`config.mk`:
```
export PLATFORM = sky130hd
export DESIGN_NAME = frame_check_code_engine
export DESIGN_NICKNAME = d
export VERILOG_FILES = /design/src/rtl/fcce_pkg.sv /design/src/rtl/fcce_in_stage.sv /design/src/rtl/fcce_accum.sv /design/src/rtl/fcce_out_stage.sv /design/src/rtl/frame_check_code_engine.sv
export VERILOG_INCLUDE_DIRS = /design/src /design/src/rtl
export SDC_FILE = /design/constraint.sdc
export NUM_CORES = 1
export LEC_CHECK = 0
export BUFFER_PORTS_ARGS = -buffer_cell sky130_fd_sc_hd__buf_2
export CAP_MARGIN = 20
export CORE_ASPECT_RATIO = 0.6
export CORE_MARGIN = 4
export CORE_UTILIZATION = 60
export CTS_CLUSTER_SIZE = 20
export DETAILED_ROUTE_END_ITERATION = 10
export PLACE_DENSITY_LB_ADDON = 0.3
export SETUP_SLACK_MARGIN = 0.05
export SYNTH_ARGS = -nofsm -noshare
export SYNTH_HDL_FRONTEND = slang
export SYNTH_HIERARCHICAL = 1
export SYNTH_SLANG_ARGS = --single-unit
export TNS_END_PERCENT = 10
```
`constraint.sdc`:
```
create_clock -name clk -period 7.7 [get_ports clk]
set_input_delay 1.54 -clock clk [delete_from_list [all_inputs] [get_ports clk]]
set_output_delay 1.54 -clock clk [all_outputs]
set_load 0.1 [all_outputs]
```
`src/rtl/frame_check_code_engine_macros.svh`:
```
// Assertion macros for the frame check code engine.
// Used by the top level only; no other dependencies.
`ifndef FRAME_CHECK_CODE_ENGINE_MACROS_SVH
`define FRAME_CHECK_CODE_ENGINE_MACROS_SVH

// Checked while out of reset.
`define FCCE_ASSERT(name, clk, rst, prop, msg) \
  name: assert property (@(posedge clk) disable iff (rst) prop) else $error(msg);

// Checked at every edge, reset included.
`define FCCE_ASSERT_ALWAYS(name, clk, prop, msg) \
  name: assert property (@(posedge clk) prop) else $error(msg);

`endif

```
`src/rtl/fcce_pkg.sv`:
```
// Shared types, codes and the CRC byte update for the frame check code engine.
// No dependencies.
`default_nettype none

package fcce_pkg;

  localparam logic [15:0] CRC_INIT  = 16'hFFFF;
  localparam logic [15:0] CRC_POLY  = 16'hA001;
  localparam logic [15:0] BYTE_MASK = 16'h00FF;

  localparam logic [1:0] MODE_NONE  = 2'd0;
  localparam logic [1:0] MODE_CRC16 = 2'd1;
  localparam logic [1:0] MODE_SUM8  = 2'd2;
  localparam logic [1:0] MODE_SUM16 = 2'd3;

  localparam logic REG_CHECK_MODE    = 1'b0;
  localparam logic REG_LITTLE_ENDIAN = 1'b1;

  localparam int IN_TDATA_W  = 24;
  localparam int OUT_TDATA_W = 40;

  typedef struct packed {
    logic [15:0] received_code;
    logic        last_byte;
    logic [7:0]  data_byte;
  } item_t;

  typedef struct packed {
    logic        match;
    logic [15:0] wire_code;
    logic [15:0] check_value;
  } result_t;

  function automatic logic [15:0] crc_update(input logic [15:0] crc, input logic [7:0] b);
    logic [15:0] c;
    c = crc ^ {8'h00, b};
    for (int i = 0; i < 8; i++) begin
      if (c[0]) begin
        c = (c >> 1) ^ CRC_POLY;
      end else begin
        c = c >> 1;
      end
    end
    return c;
  endfunction

endpackage

`default_nettype wire

```
`src/rtl/fcce_in_stage.sv`:
```
// Input register of the frame check code engine.
// Depends on fcce_pkg.
`default_nettype none

module fcce_in_stage (
  input  wire logic           clk,
  input  wire logic           rst,
  input  wire logic           load,
  input  wire logic           drain,
  input  wire fcce_pkg::item_t item_in,
  output logic                valid,
  output fcce_pkg::item_t     item
);
  import fcce_pkg::*;

  always_ff @(posedge clk) begin
    if (rst) begin
      valid <= 1'b0;
    end else if (load) begin
      valid <= 1'b1;
    end else if (drain) begin
      valid <= 1'b0;
    end
  end

  always_ff @(posedge clk) begin
    if (load) begin
      item <= item_in;
    end
  end

endmodule

`default_nettype wire

```
`src/rtl/fcce_accum.sv`:
```
// CRC-16 and byte-sum accumulators with result selection.
// Depends on fcce_pkg.
`default_nettype none

module fcce_accum (
  input  wire logic            clk,
  input  wire logic            rst,
  input  wire logic            step,
  input  wire fcce_pkg::item_t item,
  input  wire logic [1:0]      check_mode,
  input  wire logic            little_endian,
  output fcce_pkg::result_t    result
);
  import fcce_pkg::*;

  logic [15:0] crc_acc;
  logic [15:0] sum_acc;
  logic [15:0] crc_next;
  logic [15:0] sum_next;
  logic [15:0] value;

  assign crc_next = crc_update(crc_acc, item.data_byte);
  assign sum_next = sum_acc + {8'h00, item.data_byte};

  always_ff @(posedge clk) begin
    if (rst) begin
      crc_acc <= CRC_INIT;
      sum_acc <= 16'h0000;
    end else if (step) begin
      if (item.last_byte) begin
        crc_acc <= CRC_INIT;
        sum_acc <= 16'h0000;
      end else begin
        crc_acc <= crc_next;
        sum_acc <= sum_next;
      end
    end
  end

  always_comb begin
    value = 16'h0000;
    result = '0;
    case (check_mode)
      MODE_CRC16, MODE_SUM16: begin
        value = (check_mode == MODE_CRC16) ? crc_next : sum_next;
        result.check_value = value;
        result.wire_code = little_endian ? value : {value[7:0], value[15:8]};
        result.match = (result.wire_code == item.received_code);
      end
      MODE_SUM8: begin
        value = sum_next & BYTE_MASK;
        result.check_value = value;
        result.wire_code = value;
        result.match = (value[7:0] == item.received_code[7:0]);
      end
      default: begin
        result.check_value = 16'h0000;
        result.wire_code = 16'h0000;
        result.match = 1'b1;
      end
    endcase
  end

endmodule

`default_nettype wire

```
`src/rtl/fcce_out_stage.sv`:
```
// Result register of the frame check code engine, held while the receiver stalls.
// Depends on fcce_pkg.
`default_nettype none

module fcce_out_stage (
  input  wire logic              clk,
  input  wire logic              rst,
  input  wire logic              load,
  input  wire fcce_pkg::result_t result_in,
  input  wire logic              ready,
  output logic                   valid,
  output fcce_pkg::result_t      result
);
  import fcce_pkg::*;

  always_ff @(posedge clk) begin
    if (rst) begin
      valid <= 1'b0;
    end else if (load) begin
      valid <= 1'b1;
    end else if (ready) begin
      valid <= 1'b0;
    end
  end

  always_ff @(posedge clk) begin
    if (load) begin
      result <= result_in;
    end
  end

endmodule

`default_nettype wire

```
`src/rtl/frame_check_code_engine.sv`:
```
// Frame check code engine: CRC-16 (reflected, 0xA001), sum8 or sum16 over a byte stream.
// Depends on fcce_pkg, fcce_in_stage, fcce_accum, fcce_out_stage and the macros header.
//
// Usage:
//   Slave channel carries one covered byte per transaction; s_tlast marks the
//   final covered byte, whose transaction also carries the received check code.
//   Master channel carries one result per frame, issued for the final byte only.
//   A final byte is held in the input register, then its result in the output register.
//   Throughput: one byte per cycle outside stalls; the CRC update is an unrolled
//   8-bit step between the input register and the accumulator, so it sets the cycle.
//   Stall: a waiting result holds in the output register; non-final bytes keep
//   flowing, and a final byte waits in the input register until the output
//   register is free, which then backs up s_tready.
//   Reset (rst, synchronous): both stages empty, CRC reloads 0xFFFF, sum
//   reloads 0, check_mode is none and little_endian is 1.
//   Configuration: cfg_we writes cfg_data to register cfg_index
//   (0 check_mode, 1 little_endian); write only while the block is idle.
//   The mode in force when the final byte is processed selects the result.
`default_nettype none
`include "frame_check_code_engine_macros.svh"

module frame_check_code_engine (
  input  wire logic                              clk,
  input  wire logic                              rst,
  input  wire logic                              cfg_we,
  input  wire logic                              cfg_index,
  input  wire logic [1:0]                        cfg_data,
  input  wire logic                              s_tvalid,
  output logic                                   s_tready,
  // data_byte[7:0], received_code[23:8]
  input  wire logic [fcce_pkg::IN_TDATA_W-1:0]   s_tdata,
  input  wire logic                              s_tlast,
  output logic                                   m_tvalid,
  input  wire logic                              m_tready,
  // check_value[15:0], wire_code[31:16], match[32], zero[39:33]
  output logic [fcce_pkg::OUT_TDATA_W-1:0]       m_tdata
);
  import fcce_pkg::*;

  logic [1:0] check_mode;
  logic       little_endian;
  item_t      item_in;
  item_t      item;
  logic       in_valid;
  logic       out_room;
  logic       step;
  logic       emit;
  logic       s_fire;
  result_t    result_c;
  result_t    result_q;

  always_ff @(posedge clk) begin
    if (rst) begin
      check_mode    <= MODE_NONE;
      little_endian <= 1'b1;
    end else if (cfg_we) begin
      case (cfg_index)
        REG_CHECK_MODE:    check_mode    <= cfg_data;
        REG_LITTLE_ENDIAN: little_endian <= cfg_data[0];
        default: ;
      endcase
    end
  end

  assign item_in.data_byte     = s_tdata[7:0];
  assign item_in.received_code = s_tdata[23:8];
  assign item_in.last_byte     = s_tlast;

  assign out_room = !m_tvalid || m_tready;
  assign step     = in_valid && (!item.last_byte || out_room);
  assign emit     = step && item.last_byte;
  assign s_tready = !in_valid || step;
  assign s_fire   = s_tvalid && s_tready;

  fcce_in_stage u_in (
    .clk     (clk),
    .rst     (rst),
    .load    (s_fire),
    .drain   (step),
    .item_in (item_in),
    .valid   (in_valid),
    .item    (item)
  );

  fcce_accum u_accum (
    .clk           (clk),
    .rst           (rst),
    .step          (step),
    .item          (item),
    .check_mode    (check_mode),
    .little_endian (little_endian),
    .result        (result_c)
  );

  fcce_out_stage u_out (
    .clk       (clk),
    .rst       (rst),
    .load      (emit),
    .result_in (result_c),
    .ready     (m_tready),
    .valid     (m_tvalid),
    .result    (result_q)
  );

  assign m_tdata = {7'b0000000, result_q.match, result_q.wire_code, result_q.check_value};

  `FCCE_ASSERT_ALWAYS(a_empty_after_reset, clk, $past(rst) |-> (!m_tvalid && !in_valid), "result or byte pending right after reset")
  `FCCE_ASSERT(a_no_result_for_inner_byte, clk, rst, (step && !item.last_byte && out_room) |=> !m_tvalid, "result produced for a non-final byte")
  `FCCE_ASSERT(a_mode_none_result, clk, rst, (m_tvalid && check_mode == MODE_NONE) |-> (result_q.match && result_q.check_value == 16'h0000 && result_q.wire_code == 16'h0000), "mode none result is not a zero match")
  `FCCE_ASSERT(a_sum8_upper_zero, clk, rst, (m_tvalid && check_mode == MODE_SUM8) |-> (result_q.check_value[15:8] == 8'h00 && result_q.wire_code == result_q.check_value), "sum8 result has upper byte set")

endmodule

`default_nettype wire

```
==> metrics.txt <==
CP endpoint kind flop; post-synth top area cell edfxtp_1; H-tree depth 3; layout cell share with drive strength beyond 1 0.171; Setup crit start kind flop; final hold violation count 0; Post-synth EDFFs 58; total die area 10600 µm²; height of the die about 81 µm; Synth Register Bits 95; I/O pins 75; setup TNS 0 ps; sw frac 0.322; Critical Path RT just under 8000 ps; Main synth FF type edfxtp_1; RSZ-0062 raised after global routing no; Hold WC Path Type reg -> reg; post-CTS setup buffer count 0; vias per inst 6.35; row count 26; clock slew at reported path FFs roughly 60 ps; average cell area after synthesis between 9 and 10 µm²; Seq/Total Area, Yosys 0.460; Tcrit/Tclk final 0.546; Synth-to-Final Area Change 13.0%; clock network fraction of design power 0.335; top cell type's share of synthesized area 0.323; ys async rst share 0; Via Count 4694; worst ir drop on vdd about 0.00015 V; ANT nets after route 0; GRT overflow 0; Syn Std Cell Area roughly 5400 µm²; pin count of the biggest net entering global routing 46; GRT Overall Usage 0.295; n_diodes 0; Worst path slowest cell a2111oi_0; Setup Skew just over 7 ps; final WL about 15000 µm; Worst-Skew Late Latency roughly 350 ps; final setup violation count 0; crit-path max cell delay ~770 ps; Final GP Congestion just under 1; sum of buffers and inverters on the critical path 0; Leak between 2 and 2.5 nW; pwr dens ~220 nW/µm²; port bufs 67; commonest non-fill, non-tap cell in the layout buf_2; initial antenna violation count 0; maximum clock path buffer count 2; CTS tree done; Crit path max-delay family compound AO/OA/AOI/OAI gates; sequential power share 0.438; max-cap violations 0; yosys warns 6; Mapped Cells ~560; Initial DRT Pass Iterations 6; status finished, final reports clean; CTS root buf clkbuf_16; fin crit period ~4200 ps; kind of critical path reg -> reg; fin nets ~660; P_int ~0.00091 W; first-pass GRT wire length between 20000 and 25000 µm; Wirelength per Cell 20.3 µm; normalized max-slew margin 0.287; clk sinks between 90 and 100; Tightest Pin Transition approximately 1100 ps; FILL cells about 650; DIE WIDTH roughly 130 µm; core footprint 8620 µm²; Initial Utilization 0.626; Max FO, Critical Path 9; Synth area leaders edfxtp_1 32%, dfxtp_1 14%, nor2_1 4.7%; # DRC 0; Yosys cell types 68; fmax about 0.24 GHz; post-DP HPWL roughly 11000 µm; Crit path arrival time about 4300 ps; vias in the first global route roughly 4300; Comb pwr share 0.227; switching power ~0.00043 W; Place WS approximately 3700 ps; crit-path most repeated cell a21oi_1; most frequent cells in the layout 67 x buf_2, 66 x nor2_1, 58 x edfxtp_1; final worst setup slack approximately 3500 ps; # hold bufs at CTS 0; DRT iter0 DRCs slightly above 600; worst path cell trace ha_1, or3_1, a31oi_1, a21oi_1, xnor2_1, a21oi_1, or4b_1, a21oi_1, a2111oi_0, o41ai_1; CTS Buf Count 9; count of pins over their slew limit 0; CTS resizes 0
-- flip-flops by register name (all words and copies together) (netlist names) --
name,flops
u_accum/sum_acc,16
u_out/result,33
u_accum/crc_acc,16
little_endian,1
u_in/valid,1
u_in/item,25
check_mode,2
u_out/valid,1
-- path summary, 6_finish.rpt --
kind / start / to / slack (ps) / depth (start not counted)
min: u_accum/sum_acc[2]$_SDFFE_PP0P_ / u_accum/sum_acc[2]$_SDFFE_PP0P_ / 500 / 2
min reg2reg: u_accum/sum_acc[2]$_SDFFE_PP0P_ / u_accum/sum_acc[2]$_SDFFE_PP0P_ / 500 / 2
max: u_in/item[5]$_DFFE_PP_ / u_out/result[32]$_DFFE_PP_ / 3490 / 10
max reg2reg: u_in/item[5]$_DFFE_PP_ / u_out/result[32]$_DFFE_PP_ / 3490 / 10
-- Yosys cell counts, types with 7 or more instances --
library cell	count
o21ai_0	38
nor3_1	12
nand2_1	39
a22oi_1	7
buf_4	7
xor2_1	10
a211oi_1	15
ha_1	8
xnor2_1	27
nand2b_1	23
mux2i_1	8
dfxtp_1	37
inv_1	15
o22ai_1	10
edfxtp_1	58
nor2_1	67
a21oi_1	25
or3_1	12
clkbuf_1	24
nand3_1	10
-- worst reg2reg max path, stage by stage (launching register included) --
cell and delay [ps]:
edfxtp_1 420, ha_1 360, or3_1 400, a31oi_1 540
a21oi_1 170, xnor2_1 180, a21oi_1 560, or4b_1 250
a21oi_1 70, a2111oi_0 770, o41ai_1 200
-- power groups by stage --
stage                     Sequential, W  Clock [W]  Combinational (W)
after global placement         0.000596          0           0.000290
after CTS                      0.000586   0.000453           0.000298
after detailed placement       0.000597          0           0.000296
after global routing           0.000589   0.000476           0.000325
after floorplan                0.000642          0           0.000178
final                          0.000587   0.000450           0.000304
-- cells by family (layout without fill, tap and decap cells) --
family | Yosys count | in the layout | share of synthesized area
AO/OA/AOI/OAI | 139 | 139 | 0.165
XOR/XNOR | 42 | 42 | 0.0788
adder cells (fa/ha/maj) | 9 | 9 | 0.0222
buffers and inverters | 47 | 105 | 0.0378
flip-flops | 95 | 95 | 0.460
multiplexers | 12 | 12 | 0.0239
other | 1 | 7 | 0.000695
AND/OR/NAND/NOR | 218 | 218 | 0.212
-- layout make-up --
| cell class | count | area [µm²] | area share |
|---|---|---|---|
| multi-input combinational | 427 | 2740 | 0.449 |
| sequential | 95 | 2480 | 0.407 |
| timing repair buffer | 74 | 388 | 0.0636 |
| clock buffer | 10 | 229 | 0.0375 |
| tap | 112 | 140 | 0.0230 |
| clock inverter | 6 | 67.6 | 0.0111 |
| inverter | 15 | 56.3 | 0.00923 |
-- layer usage --
metal,up-vias,routed length [µm],track usage
met3,20,1700,0.0884
met5,-,0,0
met2,280,6200,0.421
met1,2226,6920,0.443
met4,0,200,0.0667
li1,2168,-,-
-- metrics by stage --
stage / instances / util / area (µm²) / power [W] / hold slack (ps)
after floorplan: 569 / - / 5420 / 0.000820 / 463
after global placement: 723 / 0.673 / 5810 / 0.000886 / 470
after detailed placement: 723 / 0.673 / 5810 / 0.000893 / 486
after CTS: 739 / 0.708 / 6100 / 0.00134 / 500
after global routing: 739 / 0.708 / 6100 / 0.00139 / 534
final: 739 / 0.708 / 6100 / 0.00134 / 500
(Power assumes the default switching activity.)
